[config.mk]
export PLATFORM = sky130hd
export DESIGN_NAME = boot_rollback_history_manager
export DESIGN_NICKNAME = d
export VERILOG_FILES = /design/src/hw/rtl/brhm_pkg.sv /design/src/hw/rtl/boot_rollback_history_manager.sv /design/src/hw/rtl/brhm_table.sv
export VERILOG_INCLUDE_DIRS = /design/src /design/src/hw/rtl
export SDC_FILE = /design/constraint.sdc
export NUM_CORES = 1
export LEC_CHECK = 0
export ABC_AREA = 1
export BUFFER_PORTS_ARGS = -buffer_cell sky130_fd_sc_hd__buf_2
export CORE_ASPECT_RATIO = 0.8
export CORE_MARGIN = 2
export CORE_UTILIZATION = 31
export DETAILED_ROUTE_END_ITERATION = 16
export SETUP_SLACK_MARGIN = 0.15
export SLEW_MARGIN = 20
export SYNTH_ARGS = -nofsm -noshare
export SYNTH_HDL_FRONTEND = slang
export SYNTH_SLANG_ARGS = --single-unit
[constraint.sdc]
create_clock -name clock -period 9.6 [get_ports clock]
set_clock_uncertainty 0.2 [all_clocks]
set_input_delay 0.48 -clock clock [delete_from_list [all_inputs] [get_ports clock]]
set_output_delay 0.48 -clock clock [all_outputs]
set_load 0.1 [all_outputs]
[src/hw/rtl/boot_rollback_history_manager_assert.svh]
// Assertion macros for the boot rollback history manager.
`ifndef BOOT_ROLLBACK_HISTORY_MANAGER_ASSERT_SVH
`define BOOT_ROLLBACK_HISTORY_MANAGER_ASSERT_SVH

// Overlapping implication, checked at every clock edge outside reset.
`define BRHM_ASSERT_NOW(label, ante, cons) \
   label: assert property (@(posedge clock) disable iff (reset) (ante) |-> (cons)) \
      else $error("brhm check failed");

// Next-cycle implication, checked outside reset.
`define BRHM_ASSERT_NEXT(label, ante, cons) \
   label: assert property (@(posedge clock) disable iff (reset) (ante) |=> (cons)) \
      else $error("brhm check failed");

`endif

[src/hw/rtl/brhm_pkg.sv]
// Shared types and constants of the boot rollback history manager.
package brhm_pkg;

   localparam int HISTORY_DEPTH = 8;
   localparam int IDX_W = $clog2(HISTORY_DEPTH);
   localparam int CNT_W = $clog2(HISTORY_DEPTH + 1);

   typedef enum logic [3:0] {
      FN_INSTALL  = 4'd0,
      FN_ATTEMPT  = 4'd1,
      FN_RESULT   = 4'd2,
      FN_CHECK    = 4'd3,
      FN_EXECUTE  = 4'd4,
      FN_CONFIRM  = 4'd5,
      FN_CLEAR    = 4'd6,
      FN_RESET    = 4'd7,
      FN_SET_CUR  = 4'd8
   } func_type;

   typedef enum logic [2:0] {
      MODE_IDLE      = 3'd0,
      MODE_CHECKING  = 3'd1,
      MODE_EXECUTING = 3'd2,
      MODE_VERIFYING = 3'd3,
      MODE_COMPLETED = 3'd4,
      MODE_FAILED    = 3'd5
   } mode_type;

   localparam logic [1:0] STATUS_OK      = 2'd0;
   localparam logic [1:0] STATUS_NO_PREV = 2'd1;
   localparam logic [1:0] STATUS_BUSY    = 2'd2;

   localparam logic [1:0] OUTCOME_SUCCESS = 2'd0;

   localparam logic CSR_MAX_FAILURES = 1'b1;

   typedef enum logic [1:0] {
      SEQ_IDLE,
      SEQ_SCAN,
      SEQ_DONE
   } seq_type;

   typedef enum logic [2:0] {
      TBL_NOP,
      TBL_WRITE,
      TBL_SHIFT_WRITE,
      TBL_BUMP,
      TBL_CLEAR
   } tbl_op_type;

   typedef struct packed {
      tbl_op_type       op;
      logic [IDX_W-1:0] idx;
      logic [31:0]      version;
      logic [7:0]       partition;
   } tbl_cmd_type;

   typedef struct packed {
      logic        valid;
      logic [31:0] version;
      logic [7:0]  partition;
      logic [15:0] boots;
      logic [15:0] success_count;
   } tbl_entry_type;

   typedef struct packed {
      logic [3:0]  func;
      logic [31:0] version_in;
      logic [7:0]  partition_in;
      logic [1:0]  boot_outcome;
      logic [7:0]  rollback_reason;
   } req_type;

   typedef struct packed {
      logic [1:0]  status;
      logic        rb_needed;
      logic [31:0] tgt_version;
      logic [7:0]  tgt_partition;
      logic [2:0]  manager_state;
      logic        dtc_valid;
      logic [1:0]  dtc_kind;
      logic        rollback_active;
      logic [7:0]  failure_count;
      logic [7:0]  attempt_count;
      logic [15:0] rollbacks_done;
      logic [3:0]  entries_used;
   } rsp_type;

endpackage

[src/hw/rtl/boot_rollback_history_manager.sv]
// Top level: command sequencer, table scan, result register and CSR port.
// A command walks the table scan, the update in SEQ_DONE and the registered result on
// rsp_strobe. A new command is taken only while busy is low; busy drops while the result
// is shown, and the single table read port and 32-bit compare walk one entry per cycle.
// Reset (synchronous): table empty, counters zero, mode idle, limits back to 3.
// Results are shown for one cycle on rsp_strobe; the receiver cannot stall.
module boot_rollback_history_manager import brhm_pkg::*; (
   input  logic        clock,
   input  logic        reset,
   input  logic        start,
   output logic        busy,
   input  req_type     req_item,
   output logic        rsp_strobe,
   output rsp_type     rsp_item,
   input  logic        psel,
   input  logic        penable,
   input  logic        pwrite,
   input  logic [2:0]  paddr,
   input  logic [31:0] pwdata,
   output logic [31:0] prdata,
   output logic        pready
);

   // ---------------- configuration registers ----------------
   logic [7:0] max_att_ff, max_fail_ff;

   assign pready = 1'b1;
   assign prdata = (paddr[2] == CSR_MAX_FAILURES) ? {24'd0, max_fail_ff}
                                                  : {24'd0, max_att_ff};

   always_ff @(posedge clock) begin
      if (reset) begin
         max_att_ff  <= 8'd3;
         max_fail_ff <= 8'd3;
      end else if (psel && penable && pwrite && pready) begin
         if (paddr[2] == CSR_MAX_FAILURES) max_fail_ff <= pwdata[7:0];
         else                              max_att_ff  <= pwdata[7:0];
      end
   end

   // ---------------- sequencer and scan state ----------------
   seq_type seq_ff, seq_in;
   req_type req_ff;
   logic [IDX_W-1:0] idx_ff, idx_in;

   // first-hit trackers filled during the scan
   logic match_ff, match_in, free_ff, free_in;
   logic good_ff, good_in, elig_ff, elig_in;
   logic [IDX_W-1:0] match_idx_ff, match_idx_in, free_idx_ff, free_idx_in;
   logic [31:0] good_ver_ff, good_ver_in, elig_ver_ff, elig_ver_in;
   logic [7:0]  good_part_ff, good_part_in, elig_part_ff, elig_part_in;

   // architectural state
   logic [31:0] cur_ver_ff, cur_ver_in, dest_ver_ff, dest_ver_in;
   logic [7:0]  cur_part_ff, cur_part_in, dest_part_ff, dest_part_in;
   logic [7:0]  attempts_ff, attempts_in, fails_ff, fails_in;
   logic        active_ff, active_in;
   logic [15:0] rb_total_ff, rb_total_in;
   logic [CNT_W-1:0] used_ff, used_in;
   mode_type    mode_ff, mode_in;

   rsp_type rsp_ff, rsp_in;
   logic    strobe_ff, strobe_in;

   tbl_cmd_type   tcmd;
   tbl_entry_type ent;

   brhm_table u_table (
      .clock    (clock),
      .reset    (reset),
      .rd_idx   (idx_ff),
      .cmd      (tcmd),
      .rd_entry (ent)
   );

   // shared compare: install looks up the new version, all else the current one
   logic [31:0] key;
   logic        key_eq;
   assign key    = (req_ff.func == FN_INSTALL) ? req_ff.version_in : cur_ver_ff;
   assign key_eq = (ent.version == key);

   assign busy       = (seq_ff != SEQ_IDLE);
   assign rsp_strobe = strobe_ff;
   assign rsp_item   = rsp_ff;

   always_comb begin
      logic pick_ok;
      logic [31:0] pick_ver;
      logic [7:0]  pick_part;
      logic need;

      seq_in = seq_ff;
      idx_in = idx_ff;
      match_in = match_ff; free_in = free_ff; good_in = good_ff; elig_in = elig_ff;
      match_idx_in = match_idx_ff; free_idx_in = free_idx_ff;
      good_ver_in = good_ver_ff; good_part_in = good_part_ff;
      elig_ver_in = elig_ver_ff; elig_part_in = elig_part_ff;
      cur_ver_in = cur_ver_ff; cur_part_in = cur_part_ff;
      dest_ver_in = dest_ver_ff; dest_part_in = dest_part_ff;
      attempts_in = attempts_ff; fails_in = fails_ff;
      active_in = active_ff; rb_total_in = rb_total_ff;
      used_in = used_ff; mode_in = mode_ff;
      rsp_in = rsp_ff;
      strobe_in = 1'b0;
      tcmd = '{op: TBL_NOP, idx: '0, version: req_ff.version_in,
               partition: req_ff.partition_in};

      pick_ok   = good_ff || elig_ff;
      pick_ver  = good_ff ? good_ver_ff  : (elig_ff ? elig_ver_ff  : 32'd0);
      pick_part = good_ff ? good_part_ff : (elig_ff ? elig_part_ff : 8'd0);
      need      = 1'b0;

      unique case (seq_ff)
         SEQ_IDLE: begin
            idx_in = '0;
            match_in = 1'b0; free_in = 1'b0; good_in = 1'b0; elig_in = 1'b0;
            if (start) seq_in = SEQ_SCAN;
         end
         SEQ_SCAN: begin
            if (ent.valid && key_eq && !match_ff) begin
               match_in = 1'b1; match_idx_in = idx_ff;
            end
            if (!ent.valid && !free_ff) begin
               free_in = 1'b1; free_idx_in = idx_ff;
            end
            if (ent.valid && !key_eq && !elig_ff) begin
               elig_in = 1'b1; elig_ver_in = ent.version; elig_part_in = ent.partition;
            end
            if (ent.valid && !key_eq && ent.success_count != 16'd0 && !good_ff) begin
               good_in = 1'b1; good_ver_in = ent.version; good_part_in = ent.partition;
            end
            if (idx_ff == IDX_W'(HISTORY_DEPTH - 1)) seq_in = SEQ_DONE;
            else idx_in = idx_ff + 1'b1;
         end
         SEQ_DONE: begin
            rsp_in = '0;
            rsp_in.status = STATUS_OK;
            case (req_ff.func)
               FN_INSTALL: begin
                  if (!match_ff) begin
                     tcmd.op  = free_ff ? TBL_WRITE : TBL_SHIFT_WRITE;
                     tcmd.idx = free_idx_ff;
                     if (used_ff != CNT_W'(HISTORY_DEPTH)) used_in = used_ff + 1'b1;
                  end
                  attempts_in = 8'd0; fails_in = 8'd0;
                  cur_ver_in = req_ff.version_in; cur_part_in = req_ff.partition_in;
               end
               FN_ATTEMPT: begin
                  if (attempts_ff != 8'hFF) attempts_in = attempts_ff + 8'd1;
               end
               FN_RESULT: begin
                  if (req_ff.boot_outcome == OUTCOME_SUCCESS) begin
                     attempts_in = 8'd0; fails_in = 8'd0;
                     if (match_ff) begin
                        tcmd.op = TBL_BUMP; tcmd.idx = match_idx_ff;
                     end
                  end else begin
                     if (fails_ff != 8'hFF) fails_in = fails_ff + 8'd1;
                     rsp_in.dtc_valid = 1'b1;
                     rsp_in.dtc_kind  = req_ff.boot_outcome - 2'd1;
                  end
               end
               FN_CHECK: begin
                  mode_in = MODE_CHECKING;
                  if (active_ff) begin
                     rsp_in.rb_needed     = 1'b1;
                     rsp_in.tgt_version   = dest_ver_ff;
                     rsp_in.tgt_partition = dest_part_ff;
                  end else begin
                     need = (attempts_ff >= max_att_ff) || (fails_ff >= max_fail_ff);
                     if (need) begin
                        if (!pick_ok) begin
                           rsp_in.status = STATUS_NO_PREV;
                        end else begin
                           rsp_in.rb_needed     = 1'b1;
                           rsp_in.tgt_version   = pick_ver;
                           rsp_in.tgt_partition = pick_part;
                        end
                     end
                  end
               end
               FN_EXECUTE: begin
                  if (active_ff) begin
                     rsp_in.status        = STATUS_BUSY;
                     rsp_in.tgt_version   = dest_ver_ff;
                     rsp_in.tgt_partition = dest_part_ff;
                  end else if (!pick_ok) begin
                     mode_in = MODE_FAILED;
                     rsp_in.status = STATUS_NO_PREV;
                  end else begin
                     rsp_in.tgt_version   = pick_ver;
                     rsp_in.tgt_partition = pick_part;
                     active_in = 1'b1;
                     dest_ver_in = pick_ver; dest_part_in = pick_part;
                     if (rb_total_ff != 16'hFFFF) rb_total_in = rb_total_ff + 16'd1;
                     mode_in = MODE_VERIFYING;
                  end
               end
               FN_CONFIRM: begin
                  if (active_ff) begin
                     active_in = 1'b0;
                     cur_ver_in = dest_ver_ff; cur_part_in = dest_part_ff;
                     attempts_in = 8'd0; fails_in = 8'd0;
                     mode_in = MODE_COMPLETED;
                  end
               end
               FN_CLEAR: begin
                  active_in = 1'b0; attempts_in = 8'd0; fails_in = 8'd0;
                  mode_in = MODE_IDLE;
               end
               FN_RESET: begin
                  tcmd.op = TBL_CLEAR;
                  used_in = '0; rb_total_in = 16'd0; active_in = 1'b0;
                  attempts_in = 8'd0; fails_in = 8'd0;
               end
               FN_SET_CUR: begin
                  cur_ver_in = req_ff.version_in; cur_part_in = req_ff.partition_in;
               end
               default: ;
            endcase
            rsp_in.manager_state   = mode_in;
            rsp_in.rollback_active = active_in;
            rsp_in.failure_count   = fails_in;
            rsp_in.attempt_count   = attempts_in;
            rsp_in.rollbacks_done  = rb_total_in;
            rsp_in.entries_used    = 4'(used_in);
            strobe_in = 1'b1;
            seq_in = SEQ_IDLE;
         end
         default: seq_in = SEQ_IDLE;
      endcase
   end

   always_ff @(posedge clock) begin
      if (reset) begin
         seq_ff <= SEQ_IDLE;
         strobe_ff <= 1'b0;
         cur_ver_ff <= '0; cur_part_ff <= '0;
         dest_ver_ff <= '0; dest_part_ff <= '0;
         attempts_ff <= '0; fails_ff <= '0;
         active_ff <= 1'b0; rb_total_ff <= '0;
         used_ff <= '0; mode_ff <= MODE_IDLE;
      end else begin
         seq_ff <= seq_in;
         strobe_ff <= strobe_in;
         cur_ver_ff <= cur_ver_in; cur_part_ff <= cur_part_in;
         dest_ver_ff <= dest_ver_in; dest_part_ff <= dest_part_in;
         attempts_ff <= attempts_in; fails_ff <= fails_in;
         active_ff <= active_in; rb_total_ff <= rb_total_in;
         used_ff <= used_in; mode_ff <= mode_in;
      end
   end

   // scan trackers and payload: no reset needed
   always_ff @(posedge clock) begin
      if (seq_ff == SEQ_IDLE && start) req_ff <= req_item;
      idx_ff <= idx_in;
      match_ff <= match_in; free_ff <= free_in; good_ff <= good_in; elig_ff <= elig_in;
      match_idx_ff <= match_idx_in; free_idx_ff <= free_idx_in;
      good_ver_ff <= good_ver_in; good_part_ff <= good_part_in;
      elig_ver_ff <= elig_ver_in; elig_part_ff <= elig_part_in;
      rsp_ff <= rsp_in;
   end

`include "boot_rollback_history_manager_assert.svh"

   // a transfer starts a command that holds busy through the scan
   `BRHM_ASSERT_NEXT(a_start_busy, start && !busy, busy)
   // every result strobe closes a command that was in flight
   `BRHM_ASSERT_NOW(a_strobe_after_busy, rsp_strobe, $past(busy))
   // a trouble code only comes with a failed boot result kind in range
   `BRHM_ASSERT_NOW(a_dtc_kind, rsp_strobe && rsp_item.dtc_valid, rsp_item.dtc_kind != 2'd3)
   // rollback need is never reported together with a missing target
   `BRHM_ASSERT_NOW(a_need_status, rsp_strobe && rsp_item.rb_needed,
                    rsp_item.status == STATUS_OK)

endmodule

[src/hw/rtl/brhm_table.sv]
// History table: entry registers, one read port, write/shift/bump/clear ops.
module brhm_table import brhm_pkg::*; (
   input  logic             clock,
   input  logic             reset,
   input  logic [IDX_W-1:0] rd_idx,
   input  tbl_cmd_type      cmd,
   output tbl_entry_type    rd_entry
);

   tbl_entry_type entry_ff [HISTORY_DEPTH];
   logic [HISTORY_DEPTH-1:0] valid_ff;

   assign rd_entry = '{valid: valid_ff[rd_idx],
                       version: entry_ff[rd_idx].version,
                       partition: entry_ff[rd_idx].partition,
                       boots: entry_ff[rd_idx].boots,
                       success_count: entry_ff[rd_idx].success_count};

   always_ff @(posedge clock) begin
      if (reset) begin
         valid_ff <= '0;
      end else begin
         case (cmd.op)
            TBL_WRITE: valid_ff[cmd.idx] <= 1'b1;
            TBL_SHIFT_WRITE: valid_ff <= '1;
            TBL_CLEAR: valid_ff <= '0;
            default: ;
         endcase
      end
   end

   always_ff @(posedge clock) begin
      case (cmd.op)
         TBL_WRITE: begin
            entry_ff[cmd.idx] <= '{valid: 1'b1, version: cmd.version,
                                   partition: cmd.partition,
                                   boots: 16'd0, success_count: 16'd0};
         end
         TBL_SHIFT_WRITE: begin
            for (int i = 0; i < HISTORY_DEPTH - 1; i++) begin
               entry_ff[i] <= entry_ff[i+1];
            end
            entry_ff[HISTORY_DEPTH-1] <= '{valid: 1'b1, version: cmd.version,
                                           partition: cmd.partition,
                                           boots: 16'd0, success_count: 16'd0};
         end
         TBL_BUMP: begin
            if (entry_ff[cmd.idx].boots != 16'hFFFF)
               entry_ff[cmd.idx].boots <= entry_ff[cmd.idx].boots + 16'd1;
            if (entry_ff[cmd.idx].success_count != 16'hFFFF)
               entry_ff[cmd.idx].success_count <= entry_ff[cmd.idx].success_count + 16'd1;
         end
         default: ;
      endcase
   end

endmodule

== Yosys cells after proc, flatten, opt, wreduce, memory -nomap -nowiden ==
Memories as Yosys holds them, arrays and structs flattened. A register that Yosys moved wholly into a read port is not among the register bits.
Cells that the tools add are included.
W data, S select, Z words.
Storage, ports and cells
  memories: 1
  RAM bits: 584
  output and inout port bits: 121
  bits of input ports: 95
  register bits: 364
Memories
  u_table.entry_ff: words 8, width 73, read ports 9, clocked after Yosys merged registers in 1, wr ports 8, line brhm_table.sv:10  | tbl_entry_type entry_ff [HISTORY_DEPTH];
Cells by class
  add/sub/neg operators: 8
  magnitude comparators: 5
  equal/unequal tests: 30
  bitwise gates (word level): 6
  reductions and logical operators: 46
  multiplexer cells: 83
Operator list (number)
  $mux W32: 4
  $mux W41: 2
  $mux W16: 5
  $mux W40: 2
  $pmux W40 S2: 1
  $mux W73: 1
  $reduce_or A73 Y1: 1
  $mux W8: 9
  $pmux W32 S2: 1
  $add A16 B1 Y16 const B: 3
  $ne A16 B16 Y1 const B: 3
  $pmux W8 S3: 2
  $mux W43: 1
  $eq A32 B32 Y1: 1
  $pmux W16 S2: 1
  $pmux W8 S4: 1
  $mux W3: 8
  $reduce_and A2 Y1: 12
  $mux W1: 20
  $add A8 B1 Y8 const B: 2
  $eq A4 B3 Y1 const B: 4
  $ge A8 B8 Y1: 2
  $ne A2 B2 Y1 const B: 8
  $ne A8 B8 Y1 const B: 2
  41 further kinds: 82

== Logic depth before layout (Yosys ltp) ==
An unclocked memory read counts as a cell.
  depth after elaboration: 11
  depth in mapped cells: 27
  gate-level depth less buffers: 25

== Hierarchy ==
From an unflattened synthesis, not the netlist that was laid out.
Unflattened totals
  cells, all modules: 5412
  area total of the unflattened synthesis: 46918.7 sq um
Modules (own cells, without submodules)
  brhm_table: instances 1, sequential area each 17136.4 sq um, cells each 3622, area an instance 30593.1 sq um
  boot_rollback_history_manager: instances 1, sequential area each 9379.0 sq um, cells each 1790, area an instance 16325.7 sq um

== Worst setup path before layout ==
No wires, ideal clock.
  kind: reg-to-reg
  start point: register req_ff[8] (netlist bit)
  end point: memory u_table.entry_ff[0][32] (netlist bit), enable pin
  clock period less this slack: 5.209 ns
  library setup time: 0.495 ns
  path buffers: 2
  slack: 4.391 ns
  data arrival time: 4.514 ns
  cell stages (with the launch flop): 14
  cells stage by stage: edfxtp_1 -> inv_1 -> ha_1 -> nand2_1 -> nor2_1 -> nand3_1 -> nand2_1 -> nand2_2 -> buf_2 -> clkbuf_1 -> inv_1 -> nor2_1 -> inv_1 -> o21ai_0
RTL lines
  start: declaration: line boot_rollback_history_manager.sv:43  | req_type req_ff;
  start signal: assignment: line boot_rollback_history_manager.sv:256  | if (seq_ff == SEQ_IDLE && start) req_ff <= req_item;
  end: declaration: line brhm_table.sv:10

==> metrics.cfg <==
[clocking]
insertion_delay_ns = 0.67
cts_tree = yes
cts_hold_buffers = 55
cts_sinks = 815
clockRootBuffer = clkbuf_16
clk_pin_slew_ns = 0.06
cts_setup_buffers = 0
post_cts_resized = 0
h-tree-depth = 3
cts-buffers-inserted = 91
clockBufferDepth = 3

[route]
drc_errors = 0
routedWlPerCell_um = 17.8
wl_mm = 106
first_iter_violations = 3130
routed-via-count = 29300
drtPass1Iterations = 6
viasPerCell = 4.93
ant_nets = 0

[timing]
max_slew_margin = 0.284
max_freq_mhz = 177
period_share = 0.589
final-hold-violation-count = 0
min_period_ns = 5.65
setup_tns_ns = 0
rsz0062_at_grt = no
maxSlewViolCount = 0
worst_pin_slew_ns = 1.07
finalSetupViolCount = 0

[pwr]
powerDensity_mw_per_mm2 = 178
p_leak_uw = 0.0175
max-vdd-ir-drop_mv = 0.134

[grt]
grt_usage = 0.162
antenna_found_initial = 15
grt_use_met2 = 0.235
grt_pass1_vias = 26900
globalRouteMet3Util = 0.0232
grt_pass1_wl_mm = 161
grt.met1_usage = 0.250
grt-busiest-layer = met1
grt_overflow = 0
grt_max_degree = 217

[critical_path]
timing.rr.end = u_table.entry_ff[4][63]
end_kind = flop
startpoint_type = flop
crit_fanout = 91
required_ns = 9.89
path_class = reg -> reg
rr_worst_depth = 13
crit_start = req_ff[53]
rrSetupSlack_ns = 3.95
worstPathArrival_ns = 5.94
reg2reg_from = req_ff[53]

[run_status]
status = finished clean

[cells_and_area]
layoutNonFillerInstCount = 5934
area_delta_synth_final_pct = 15.5
nNetsFinal = 4335
fin_util = 0.360
drive_above_1_share = 0.0992
fillers = 12300

[synth]
yosysTopAreaCell = edfxtp_1
syn_area_mm2 = 0.0383
yosysMostFrequentCell = nand2_1
synth_area_per_cell_um2 = 9.37
synth_edf_count = 657
ys_ff_latch = 815
synth_seq_area_share = 0.598
async_flop_share = 0
ys_top_cells_by_area = edfxtp_1 52%, dfxtp_1 8.3%, o21ai_0 8.2%
ys_warn_count = 0
ys.flop_type = edfxtp_1
synth_top_area_frac = 0.515
netlist_instances = 4085
synth_common_cells = 800 x nand2_1, 657 x edfxtp_1, 626 x o21ai_0
synth_cell_type_count = 54

[min_path]
min_from = penable
min_path_type = in -> reg
holdPathStages = 4
whs_endpoint = max_att_ff[1]

[die]
die_x_um = 397
start_util = 0.312
core_area_mm2 = 0.123
die_area_mm2 = 0.126
die_h_um = 318
std_cell_rows = 115
ios = 216

[place]
dp.cells = 5705
numPortBuffers = 156
hpwl_mm = 65.9
gp_congestion = 0.881

[job]
cap_violations = 0

-- routing by layer --
| metal | wire length, um | part of all wire |
|---|---|---|
| met1 | 50700 | 0.48 |
| met4 | 1740 | 0.017 |
| met2 | 44700 | 0.42 |
| met3 | 8200 | 0.078 |
| met5 | 160 | 0.0015 |
-- area by class of cell --
| cell class | instances | area, um^2 | share of cell area |
|---|---|---|---|
| Sequential cell | 815 | 22900 | 0.518 |
| Timing Repair Buffer | 257 | 1690 | 0.0383 |
| Inverter | 575 | 2160 | 0.0489 |
| Multi-Input combinational cell | 2475 | 12300 | 0.279 |
| Clock buffer | 121 | 2490 | 0.0564 |
| Tap cell | 1638 | 2050 | 0.0464 |
| Antenna cell | 3 | 7.51 | 0.000170 |
| Clock inverter | 50 | 551 | 0.0125 |
-- power by group --
| part | internal (uW) | switching, uW |
|---|---|---|
| combinational | 126 | 343 |
| clock | 2080 | 1460 |
| sequential | 3840 | 35.0 |
| total | 6040 | 1840 |
-- state kept, by name (all words and copies together), names as in the netlist, 4 cells and up, named ones only --
signal,flops
attempts_ff,8
cur_ver_ff,32
dest_part_ff,8
dest_ver_ff,32
elig_part_ff,8
elig_ver_ff,32
fails_ff,8
good_part_ff,8
good_ver_ff,32
max_att_ff,8
max_fail_ff,8
rb_total_ff,16
req_ff,46
rsp_item,86
u_table.entry_ff,448
u_table.valid_ff,8
used_ff,4
-- metrics by stage --
stage | cell area, um^2 | total power [uW] | hold slack [ns] | setup slack [ns]
CTS | 44200 | 7950 | 0.00520 | 4.00
finish | 44200 | 7880 | 0.0335 | 3.95
detailed placement | 40600 | 4390 | 0.245 | 4.01
floorplan | 38400 | 4250 | 0.227 | 4.39
global placement | 40600 | 4380 | 0.236 | 4.07
global route | 44200 | 8130 | 0.0642 | 3.53
-- kinds of logic after synthesis --
logic type,after synthesis,share of synthesized area
DFF,815,0.598
buffers and inverters,818,0.0844
and+or+nand+nor,1262,0.139
AOI/OAI and AO/OA,1117,0.160
xor gates and xnor gates,46,0.0105
adders and majority gates,25,0.00817
other,2,0.000196
-- how the worst max path moves through the flow --
stage	endpoint	cells past startpoint	slack, ns
finish	u_table.entry_ff[4][63]	13	3.95
global route	u_table.entry_ff[1][71]	13	3.53
CTS	u_table.entry_ff[0][47]	13	4.00
detailed placement	u_table.entry_ff[0][47]	13	4.01
global placement	u_table.entry_ff[5][51]	13	4.07
floorplan	u_table.entry_ff[0][32]	13	4.39
-- worst max-delay path, stage by stage (launching register included) --
cell and delay, ns:
edfxtp_1 0.35, buf_4 0.27, nor2_4 0.29, nand2_4 0.14, inv_2 0.56, nand2_1 0.19, o21ai_1 0.21, inv_1 0.11
nand3_4 0.35, buf_4 0.59, buf_4 0.85, buf_4 0.67, nand2_1 0.32, o21ai_0 0.18
-- layout by cell type (no fill, tap or decap), drive strengths merged, types with 3 or more instances in the layout --
cell type,n
a211oi,46
a21oi,276
a22o,32
a22oi,9
a31oi,10
buf,202
bufinv,9
clkbuf,121
clkinv,42
conb,25
dfxtp,158
diode,3
dlygate4sd3,55
edfxtp,657
ha,25
inv,572
nand2,820
nand3,158
nand3b,4
nand4,43
nor2,202
nor3,21
nor4,11
o211ai,33
o21a,6
o21ai,637
o22ai,49
o31ai,7
xnor2,10
xor2,36
No activity file was read; power rests on OpenSTA's default activity.
